[src/sv/fce_pkg.sv]
// shared types, constants and round functions of the block cipher core
// no dependencies; used by the interfaces, controller, datapath and top level
package fce_pkg;

  localparam int BLK_W      = 64;
  localparam int COL_W      = 16;
  localparam int RND_W      = 4;
  localparam int CFG_IDX_W  = 1;
  localparam int KEY_ROT    = 5;
  localparam int COL_ROT    = 16;

  localparam logic [RND_W-1:0] LAST_ROUND = RND_W'(10);
  localparam logic [RND_W-1:0] NOMIX_ROUND = RND_W'(9);
  localparam logic [RND_W-1:0] KROT_ROUND = RND_W'(2);

  localparam logic [BLK_W-1:0] RC_INIT = 64'h1248_2481_4812_8124;

  localparam logic [CFG_IDX_W-1:0] CFG_KEY_EVEN = 1'b0;
  localparam logic [CFG_IDX_W-1:0] CFG_KEY_ODD  = 1'b1;

  localparam logic [3:0] SBOX [16] = '{
    4'd1, 4'd3, 4'd0, 4'd2, 4'd7, 4'd14, 4'd4, 4'd13,
    4'd9, 4'd10, 4'd12, 4'd6, 4'd15, 4'd5, 4'd8, 4'd11
  };

  // entry i selects the column bits that feed output bit 15-i
  localparam logic [COL_W-1:0] MIX_TAB [16] = '{
    16'h9189, 16'hC84C, 16'h6426, 16'h2312, 16'hC411, 16'h6288, 16'hB944, 16'h9833,
    16'h4C91, 16'h26C8, 16'h9B64, 16'h8923, 16'h1198, 16'h88C4, 16'h4462, 16'h3321
  };

  typedef enum logic {
    ST_IDLE,
    ST_RUN
  } fce_state_t;

  typedef struct packed {
    logic             load;
    logic             step;
    logic             push;
    logic [RND_W-1:0] round;
  } fce_cmd_t;

  typedef struct packed {
    logic out_free;
  } fce_stat_t;

  function automatic logic [BLK_W-1:0] sub_word(input logic [BLK_W-1:0] x);
    logic [BLK_W-1:0] r;
    r = '0;
    for (int n = 0; n < BLK_W / 4; n++) begin
      r[4*n +: 4] = SBOX[x[4*n +: 4]];
    end
    return r;
  endfunction

  function automatic logic [COL_W-1:0] mix_col(input logic [COL_W-1:0] w);
    logic [COL_W-1:0] r;
    r = '0;
    for (int i = 0; i < COL_W; i++) begin
      r[COL_W-1-i] = ^(w & MIX_TAB[i]);
    end
    return r;
  endfunction

  function automatic logic [BLK_W-1:0] mix_word(input logic [BLK_W-1:0] x);
    logic [BLK_W-1:0] r;
    r = '0;
    for (int c = 0; c < BLK_W / COL_W; c++) begin
      r[COL_W*c +: COL_W] = mix_col(x[COL_W*c +: COL_W]);
    end
    return r;
  endfunction

  // nibble n (from the top) takes old nibble (n - 4*(n mod 4)) mod 16
  function automatic logic [BLK_W-1:0] shift_rows(input logic [BLK_W-1:0] x);
    logic [BLK_W-1:0] r;
    int src;
    r = '0;
    for (int n = 0; n < 16; n++) begin
      src = (n + 16 - 4 * (n & 3)) & 15;
      r[BLK_W-1-4*n -: 4] = x[BLK_W-1-4*src -: 4];
    end
    return r;
  endfunction

  function automatic logic [BLK_W-1:0] rotl(input logic [BLK_W-1:0] x, input int s);
    return (x << s) | (x >> (BLK_W - s));
  endfunction

  // constant word takes part when (r3^r1)|(r2^r0)
  function automatic logic use_rc(input logic [RND_W-1:0] rd);
    return (rd[3] ^ rd[1]) | (rd[2] ^ rd[0]);
  endfunction

endpackage

[src/sv/fce_pt_if.sv]
// plaintext stream channel: valid, ready and one 64-bit block per beat
// depends on fce_pkg
interface fce_pt_if;
  logic                         valid;
  logic                         ready;
  logic [fce_pkg::BLK_W-1:0]    plaintext;

  modport source(output valid, output plaintext, input ready);
  modport sink(input valid, input plaintext, output ready);
endinterface

[src/sv/fce_ct_if.sv]
// ciphertext stream channel: valid, ready and one 64-bit block per beat
// depends on fce_pkg
interface fce_ct_if;
  logic                         valid;
  logic                         ready;
  logic [fce_pkg::BLK_W-1:0]    ciphertext;

  modport source(output valid, output ciphertext, input ready);
  modport sink(input valid, input ciphertext, output ready);
endinterface

[src/sv/future_cipher_encrypt.sv]
// top level of the 64-bit block cipher core: round sequencer plus datapath
// depends on fce_pkg, fce_pt_if, fce_ct_if, fce_ctrl, fce_dpath
//
//  channel   dir   beat payload          handshake
//  in_ch     in    plaintext  [63:0]     valid / ready
//  out_ch    out   ciphertext [63:0]     valid / ready
//  cfg_*     in    key half   [63:0]     cfg_we, cfg_index (0 even, 1 odd)
//
// one round per cycle in the datapath (the last held while the output is full):
// a block runs rounds 0 to 10 from accept to result, one block at a time
// the next block is taken in the cycle the finished one moves to the output
// register; a stalled output holds the last round until the register frees
// reset clears both key halves to zero and empties the output register
module future_cipher_encrypt (
  input  logic                            clk,
  input  logic                            rst_n,
  fce_pt_if.sink                          in_ch,
  fce_ct_if.source                        out_ch,
  input  logic                            cfg_we,
  input  logic [fce_pkg::CFG_IDX_W-1:0]   cfg_index,
  input  logic [fce_pkg::BLK_W-1:0]       cfg_data
);

  fce_pkg::fce_cmd_t  cmd;
  fce_pkg::fce_stat_t stat;

  fce_ctrl u_ctrl (
    .clk      (clk),
    .rst_n    (rst_n),
    .in_valid (in_ch.valid),
    .in_ready (in_ch.ready),
    .stat     (stat),
    .cmd      (cmd)
  );

  fce_dpath u_dpath (
    .clk        (clk),
    .rst_n      (rst_n),
    .cfg_we     (cfg_we),
    .cfg_index  (cfg_index),
    .cfg_data   (cfg_data),
    .plaintext  (in_ch.plaintext),
    .cmd        (cmd),
    .stat       (stat),
    .out_valid  (out_ch.valid),
    .out_ready  (out_ch.ready),
    .ciphertext (out_ch.ciphertext)
  );

endmodule

[src/sv/fce_ctrl.sv]
// round sequencer: accepts blocks, steps the round counter, hands off results
// depends on fce_pkg
module fce_ctrl (
  input  logic                clk,
  input  logic                rst_n,
  input  logic                in_valid,
  output logic                in_ready,
  input  fce_pkg::fce_stat_t  stat,
  output fce_pkg::fce_cmd_t   cmd
);

  fce_pkg::fce_state_t          state_r, state_nxt;
  logic [fce_pkg::RND_W-1:0]    round_r, round_nxt;
  logic                         last_rnd;
  logic                         take;

  assign last_rnd = (round_r == fce_pkg::LAST_ROUND);
  assign take     = in_valid && in_ready;

  // next state
  always_comb begin
    state_nxt = state_r;
    round_nxt = round_r;
    unique case (state_r)
      fce_pkg::ST_IDLE: begin
        if (take) begin
          state_nxt = fce_pkg::ST_RUN;
          round_nxt = '0;
        end
      end
      fce_pkg::ST_RUN: begin
        if (!last_rnd) begin
          round_nxt = round_r + fce_pkg::RND_W'(1);
        end else if (stat.out_free) begin
          // result leaves; a waiting block can start right away
          if (take) begin
            round_nxt = '0;
          end else begin
            state_nxt = fce_pkg::ST_IDLE;
          end
        end
      end
      default: begin
        state_nxt = fce_pkg::ST_IDLE;
      end
    endcase
  end

  // outputs
  always_comb begin
    in_ready  = 1'b0;
    cmd.load  = 1'b0;
    cmd.step  = 1'b0;
    cmd.push  = 1'b0;
    cmd.round = round_r;
    unique case (state_r)
      fce_pkg::ST_IDLE: begin
        in_ready = 1'b1;
        cmd.load = in_valid;
      end
      fce_pkg::ST_RUN: begin
        in_ready = last_rnd && stat.out_free;
        cmd.step = !last_rnd || stat.out_free;
        cmd.push = last_rnd && stat.out_free;
        cmd.load = last_rnd && stat.out_free && in_valid;
      end
      default: begin
        in_ready = 1'b0;
      end
    endcase
  end

  always_ff @(posedge clk) begin
    if (!rst_n) begin
      state_r <= fce_pkg::ST_IDLE;
      round_r <= '0;
    end else begin
      state_r <= state_nxt;
      round_r <= round_nxt;
    end
  end

  a_push_last: assert property (@(posedge clk) disable iff (!rst_n)
    cmd.push |-> (state_r == fce_pkg::ST_RUN) && last_rnd)
    else $error("result pushed before the last round");

  a_load_start: assert property (@(posedge clk) disable iff (!rst_n)
    cmd.load |=> (state_r == fce_pkg::ST_RUN) && (round_r == '0))
    else $error("accepted block did not start at round zero");

  a_round_adv: assert property (@(posedge clk) disable iff (!rst_n)
    (state_r == fce_pkg::ST_RUN) && !last_rnd
      |=> (state_r == fce_pkg::ST_RUN)
          && (round_r == fce_pkg::RND_W'($past(round_r) + fce_pkg::RND_W'(1))))
    else $error("round counter skipped or left the run early");

  a_round_range: assert property (@(posedge clk) disable iff (!rst_n)
    round_r <= fce_pkg::LAST_ROUND)
    else $error("round counter past the last round");

endmodule

[src/sv/fce_dpath.sv]
// round datapath: key registers, working keys, constant word, block state,
// one round per cycle (the last held while the output is full) and the output register; depends on fce_pkg
module fce_dpath (
  input  logic                               clk,
  input  logic                               rst_n,
  input  logic                               cfg_we,
  input  logic [fce_pkg::CFG_IDX_W-1:0]      cfg_index,
  input  logic [fce_pkg::BLK_W-1:0]          cfg_data,
  input  logic [fce_pkg::BLK_W-1:0]          plaintext,
  input  fce_pkg::fce_cmd_t                  cmd,
  output fce_pkg::fce_stat_t                 stat,
  output logic                               out_valid,
  input  logic                               out_ready,
  output logic [fce_pkg::BLK_W-1:0]          ciphertext
);

  logic [fce_pkg::BLK_W-1:0] cfg_key_even_r, cfg_key_odd_r;
  logic [fce_pkg::BLK_W-1:0] key_even_r, key_even_nxt;
  logic [fce_pkg::BLK_W-1:0] key_odd_r, key_odd_nxt;
  logic [fce_pkg::BLK_W-1:0] rc_r, rc_nxt;
  logic [fce_pkg::BLK_W-1:0] state_r, state_nxt;
  logic [fce_pkg::BLK_W-1:0] ciphertext_r;
  logic                      out_valid_r, out_valid_nxt;

  logic [fce_pkg::BLK_W-1:0] key_use, rc_use, add_w, sub_w, mix_w, rnd_w;
  logic                      u;
  logic                      late;

  assign u    = fce_pkg::use_rc(cmd.round);
  assign late = (cmd.round >= fce_pkg::KROT_ROUND);

  // in rounds from 2 on that use it, the constant word turns by 16 bits, so each column
  // moves up one place; all four columns are worked at once
  always_comb begin
    key_use = cmd.round[0] ? key_odd_r : key_even_r;
    if (late) begin
      key_use = fce_pkg::rotl(key_use, fce_pkg::KEY_ROT);
    end
    rc_use = (late && u) ? fce_pkg::rotl(rc_r, fce_pkg::COL_ROT) : rc_r;
    add_w  = state_r ^ key_use ^ (u ? rc_use : '0);
    sub_w  = fce_pkg::sub_word(add_w);
    mix_w  = (cmd.round < fce_pkg::NOMIX_ROUND) ? fce_pkg::mix_word(sub_w) : sub_w;
    rnd_w  = (cmd.round < fce_pkg::LAST_ROUND) ? fce_pkg::shift_rows(mix_w) : add_w;
  end

  always_comb begin
    key_even_nxt = key_even_r;
    key_odd_nxt  = key_odd_r;
    rc_nxt       = rc_r;
    state_nxt    = state_r;
    if (cmd.load) begin
      key_even_nxt = cfg_key_even_r;
      key_odd_nxt  = cfg_key_odd_r;
      rc_nxt       = fce_pkg::RC_INIT;
      state_nxt    = plaintext;
    end else if (cmd.step) begin
      if (cmd.round[0]) begin
        key_odd_nxt = key_use;
      end else begin
        key_even_nxt = key_use;
      end
      rc_nxt    = rc_use;
      state_nxt = rnd_w;
    end
  end

  always_comb begin
    out_valid_nxt = out_valid_r;
    if (cmd.push) begin
      out_valid_nxt = 1'b1;
    end else if (out_ready) begin
      out_valid_nxt = 1'b0;
    end
  end

  always_ff @(posedge clk) begin
    if (!rst_n) begin
      cfg_key_even_r <= '0;
      cfg_key_odd_r  <= '0;
      out_valid_r    <= 1'b0;
    end else begin
      out_valid_r <= out_valid_nxt;
      if (cfg_we) begin
        unique case (cfg_index)
          fce_pkg::CFG_KEY_EVEN: cfg_key_even_r <= cfg_data;
          fce_pkg::CFG_KEY_ODD:  cfg_key_odd_r  <= cfg_data;
          default: ;
        endcase
      end
    end
  end

  always_ff @(posedge clk) begin
    key_even_r <= key_even_nxt;
    key_odd_r  <= key_odd_nxt;
    rc_r       <= rc_nxt;
    state_r    <= state_nxt;
    if (cmd.push) begin
      ciphertext_r <= rnd_w;
    end
  end

  assign stat.out_free = !out_valid_r || out_ready;
  assign out_valid     = out_valid_r;
  assign ciphertext    = ciphertext_r;

endmodule
[src/flat_wrapper.sv]
// flat-port wrapper written by rule: the top's interface ports become plain ports
module future_cipher_encrypt_flat 
  (clk, rst_n, cfg_we, cfg_index, cfg_data, in_ch_valid, in_ch_plaintext, in_ch_ready, out_ch_valid, out_ch_ciphertext, out_ch_ready);
  fce_pt_if in_ch_i ();
  fce_ct_if out_ch_i ();
  input  logic clk;
  input  logic rst_n;
  input  logic cfg_we;
  input  logic [fce_pkg::CFG_IDX_W-1:0] cfg_index;
  input  logic [fce_pkg::BLK_W-1:0] cfg_data;
  input wire logic [$bits(in_ch_i.valid)-1:0] in_ch_valid;
  input wire logic [$bits(in_ch_i.plaintext)-1:0] in_ch_plaintext;
  output wire logic [$bits(in_ch_i.ready)-1:0] in_ch_ready;
  output wire logic [$bits(out_ch_i.valid)-1:0] out_ch_valid;
  output wire logic [$bits(out_ch_i.ciphertext)-1:0] out_ch_ciphertext;
  input wire logic [$bits(out_ch_i.ready)-1:0] out_ch_ready;
  assign in_ch_i.valid = in_ch_valid;
  assign in_ch_i.plaintext = in_ch_plaintext;
  assign in_ch_ready = in_ch_i.ready;
  assign out_ch_valid = out_ch_i.valid;
  assign out_ch_ciphertext = out_ch_i.ciphertext;
  assign out_ch_i.ready = out_ch_ready;
  future_cipher_encrypt u_core (.clk(clk), .rst_n(rst_n), .in_ch(in_ch_i), .out_ch(out_ch_i), .cfg_we(cfg_we), .cfg_index(cfg_index), .cfg_data(cfg_data));
endmodule
[config.mk]
export PLATFORM = sky130hd
export DESIGN_NAME = future_cipher_encrypt_flat
export DESIGN_NICKNAME = d
export VERILOG_FILES = /design/src/sv/fce_pkg.sv /design/src/sv/fce_pt_if.sv /design/src/sv/fce_ct_if.sv /design/src/sv/future_cipher_encrypt.sv /design/src/sv/fce_ctrl.sv /design/src/sv/fce_dpath.sv /design/src/flat_wrapper.sv
export SDC_FILE = /design/constraint.sdc
export NUM_CORES = 1
export LEC_CHECK = 0
export ABC_AREA = 0
export BUFFER_PORTS_ARGS = -buffer_cell sky130_fd_sc_hd__buf_4
export CAP_MARGIN = 20
export CELL_PAD_IN_SITES_DETAIL_PLACEMENT = 0
export CELL_PAD_IN_SITES_GLOBAL_PLACEMENT = 2
export CORE_ASPECT_RATIO = 2
export CORE_MARGIN = 1
export CORE_UTILIZATION = 42
export CTS_BUF_LIST = sky130_fd_sc_hd__clkbuf_8
export DETAILED_ROUTE_END_ITERATION = 10
export PLACE_DENSITY = 0.85
export RECOVER_POWER = 50
export REMOVE_ABC_BUFFERS = 1
export SETUP_SLACK_MARGIN = 0.05
export SYNTH_ARGS = -nofsm -noshare
export SYNTH_HDL_FRONTEND = slang
export SYNTH_SLANG_ARGS = --single-unit
[constraint.sdc]
create_clock -name clk -period 13.2 [get_ports clk]
set_clock_uncertainty 0.05 [all_clocks]
set_input_delay 0 -clock clk [delete_from_list [all_inputs] [get_ports clk]]
set_output_delay 0 -clock clk [all_outputs]
set_load 0.1 [all_outputs]
==> flow_summary.ini <==
[run_status]
status = complete, but fails checks
violations = capacitance limit, slew limit

[floorplanning]
fp.dieH_um = 359
core_area_um2 = 62900
io_pins = 200
die_x_um = 181
initial_core_util_pct = 42.6
dieArea_um2 = 65000
num_rows = 130

[clock_network]
root_buffer = clkbuf_8
numCtsBuffers = 72
cts_sinks = 454
cts-hold-fix-buffers = 134
path_clk_slew_ps = 60
cts_tree = yes
cts_resized = 0
clk_path_buf_depth = 3
post_cts_buffers = 0
htree_levels = 3
clk-insertion-delay-late_ps = 690

[final_layout]
areaGrowthSynthToFinish_pct = 16.5
nFillCells = 5873
nets = 2986
instances_no_fill = 3667
drive_gt1_share_pct = 14.3

[timing]
setup_violations = 0
setup-tns-final_ps = 0
finalCritPeriodShare_pct = 62.9
maxSlewViolCount = 490
rsz0062_at_grt = false
finalHoldViolations = 0
tightest_slew_ps = 4630
fmax_mhz = 120
period_needed_ps = 8310
relSlewSlack_pct = -209

[logic_synthesis]
synth_top_area_cell = edfxtp_1
synth_area_um2 = 26800
synth_flop_cell = edfxtp_1
ys_ff_latch = 454
ys_types = 83
synth_seq_area_share_pct = 43.4
ys_async_sr_fraction_pct = 0
syn_avg_cell_area_um2 = 10.5
synth-edff-count = 256
syn_inst = 2545
yosysWarningCount = 0
netlist.area_leader.share_pct = 28.7
synth_area_leaders = edfxtp_1 29%, dfxtp_1 15%, nand2_1 6.6%
yosys-top-cells-count = 470 x nand2_1, 256 x edfxtp_1, 198 x dfxtp_1
yosysMostFrequentCell = nand2_1

[global_route]
grtUsageTotal_pct = 28.3
grt_pass1_vias = 21200
grt_pass1_wl_um = 135000
antenna_found_initial = 2
grt_overflow_total = 0
grt_max_degree = 149

[detailed_routing]
wl_um = 92300
route.vias.total = 20900
drtPass1Iterations = 5
first_iter_violations = 1519
drc_errors = 0
wl_per_cell_um = 25.2
final_antenna_net_count = 0
viasPerCell = 5.69

[critical_path]
cp_cell_sequence = inv_1, clkbuf_1, and4_1, nand2_1, nand2_1, and2_0, buf_4, buf_4, nor2_1, a21o_1
cpMaxStageDelayCell = and2_0
crit_fanout = 75
path_buf_inv = 4
critPathKind = register to register
cp.arrival_ps = 8680
cp_top_family = simple AND/OR/NAND/NOR gates
crit_path_max_incr_delay_ps = 3360
cp.required_ps = 13570
worstSetupStartpointType = register
end_kind = register

[place]
port_buffers = 199
place_inst = 3402
dpl.hpwl_um = 66100
globalplace.congestion = 0.913

[worst_hold_path]
min_path_type = input port to register

[run]
maxCapViolations = 10
==> placed cells by master, fill, tap and decap left out, types with 37 or more instances in the layout <==
master,Yosys,routed
and2_1,49,46
nand2_1,470,467
clkbuf_8,0,76
mux2_2,67,67
a21boi_0,133,132
a21oi_1,98,98
a22o_1,51,51
nor2_1,117,116
a21o_1,131,131
mux4_2,40,40
buf_4,5,150
dfxtp_1,198,198
xor2_1,51,50
mux2i_1,92,92
dlygate4sd3_1,0,134
edfxtp_1,256,256
o2111ai_1,37,37
clkbuf_1,111,73
xnor2_1,133,133
inv_1,52,78
o21ai_0,54,54
==> worst register-to-register path, stage by stage, from the launching register on <==
cell and delay, ps:
dfxtp_1 310, inv_1 250, clkbuf_1 1310, and4_1 500, nand2_1 100, nand2_1 290
and2_0 3360, buf_4 920, buf_4 590, nor2_1 210, a21o_1 180
==> registers in the layout (all words and copies together), names as in the netlist <==
register                       cells
u_core.u_dpath.ciphertext         64
u_core.u_dpath.out_valid           1
u_core.u_dpath.key_odd_r          64
u_core.u_ctrl.state_r              1
u_core.u_ctrl.round_r              4
u_core.u_dpath.cfg_key_odd_r      64
u_core.u_dpath.key_even_r         64
u_core.u_dpath.cfg_key_even_r     64
u_core.u_dpath.rc_r               64
u_core.u_dpath.state_r            64
==> metal layers <==
layer  vias to the layer above  routed length [um]  GRT usage (%)
li1                       9656                   -              -
met2                       718               47600           50.7
met1                     10300               33500           30.9
met4                         0                6900           19.9
met5                         -                   0              0
met3                       218                4280           3.27
==> path summary, 6_finish.rpt <==
kind                                                       start                                to  slack, ps  cells after the start
worst max-delay path                    u_core.u_ctrl.round_r[0]      u_core.u_dpath.key_odd_r[34]       4890                     10
worst min-delay path                                      cfg_we  u_core.u_dpath.cfg_key_odd_r[11]         60                      5
worst max register to register          u_core.u_ctrl.round_r[0]      u_core.u_dpath.key_odd_r[34]       4890                     10
worst min register to register  u_core.u_dpath.cfg_key_odd_r[49]  u_core.u_dpath.cfg_key_odd_r[49]        420                      2
==> logic make-up (layout without fill, tap and decap cells) <==
logic type / after synthesis / count (layout) / share of synthesized area, %
multiplexers: 200 / 200 / 9.66
XOR/XNOR: 264 / 264 / 12.7
other: 0 / 1 / 0
buffers and inverters: 213 / 542 / 3.66
AO/OA/AOI/OAI: 634 / 634 / 17.1
flip-flops: 454 / 454 / 43.4
adder cells (fa/ha/maj): 34 / 34 / 1.59
AND/OR/NAND/NOR: 746 / 746 / 11.9
==> area by class of cell <==
class	count	area (um^2)	area share [%]
multi-input combinational	1878	14300	45.7
timing repair buffer	358	2760	8.83
antenna	1	2.50	0.00801
clock inverter	54	312	0.997
tap	792	991	3.17
inverter	54	203	0.648
clock buffer	76	1050	3.35
sequential	454	11700	37.3
==> through the flow <==
stage	setup WS (ps)	area (um^2)	utilization (%)	hold slack, ps
floorplan	1370	26100	-	71.7
global placement	6810	28900	45.9	221
detailed placement	6830	28900	45.9	230
CTS	6800	31600	50.2	53.3
global route	4330	31300	49.7	96.3
finish	4890	31300	49.7	55.2
Power is left out: the tool's default activity adds up to more than one toggle a clock period on the data nets, which glitch-free logic cannot reach.
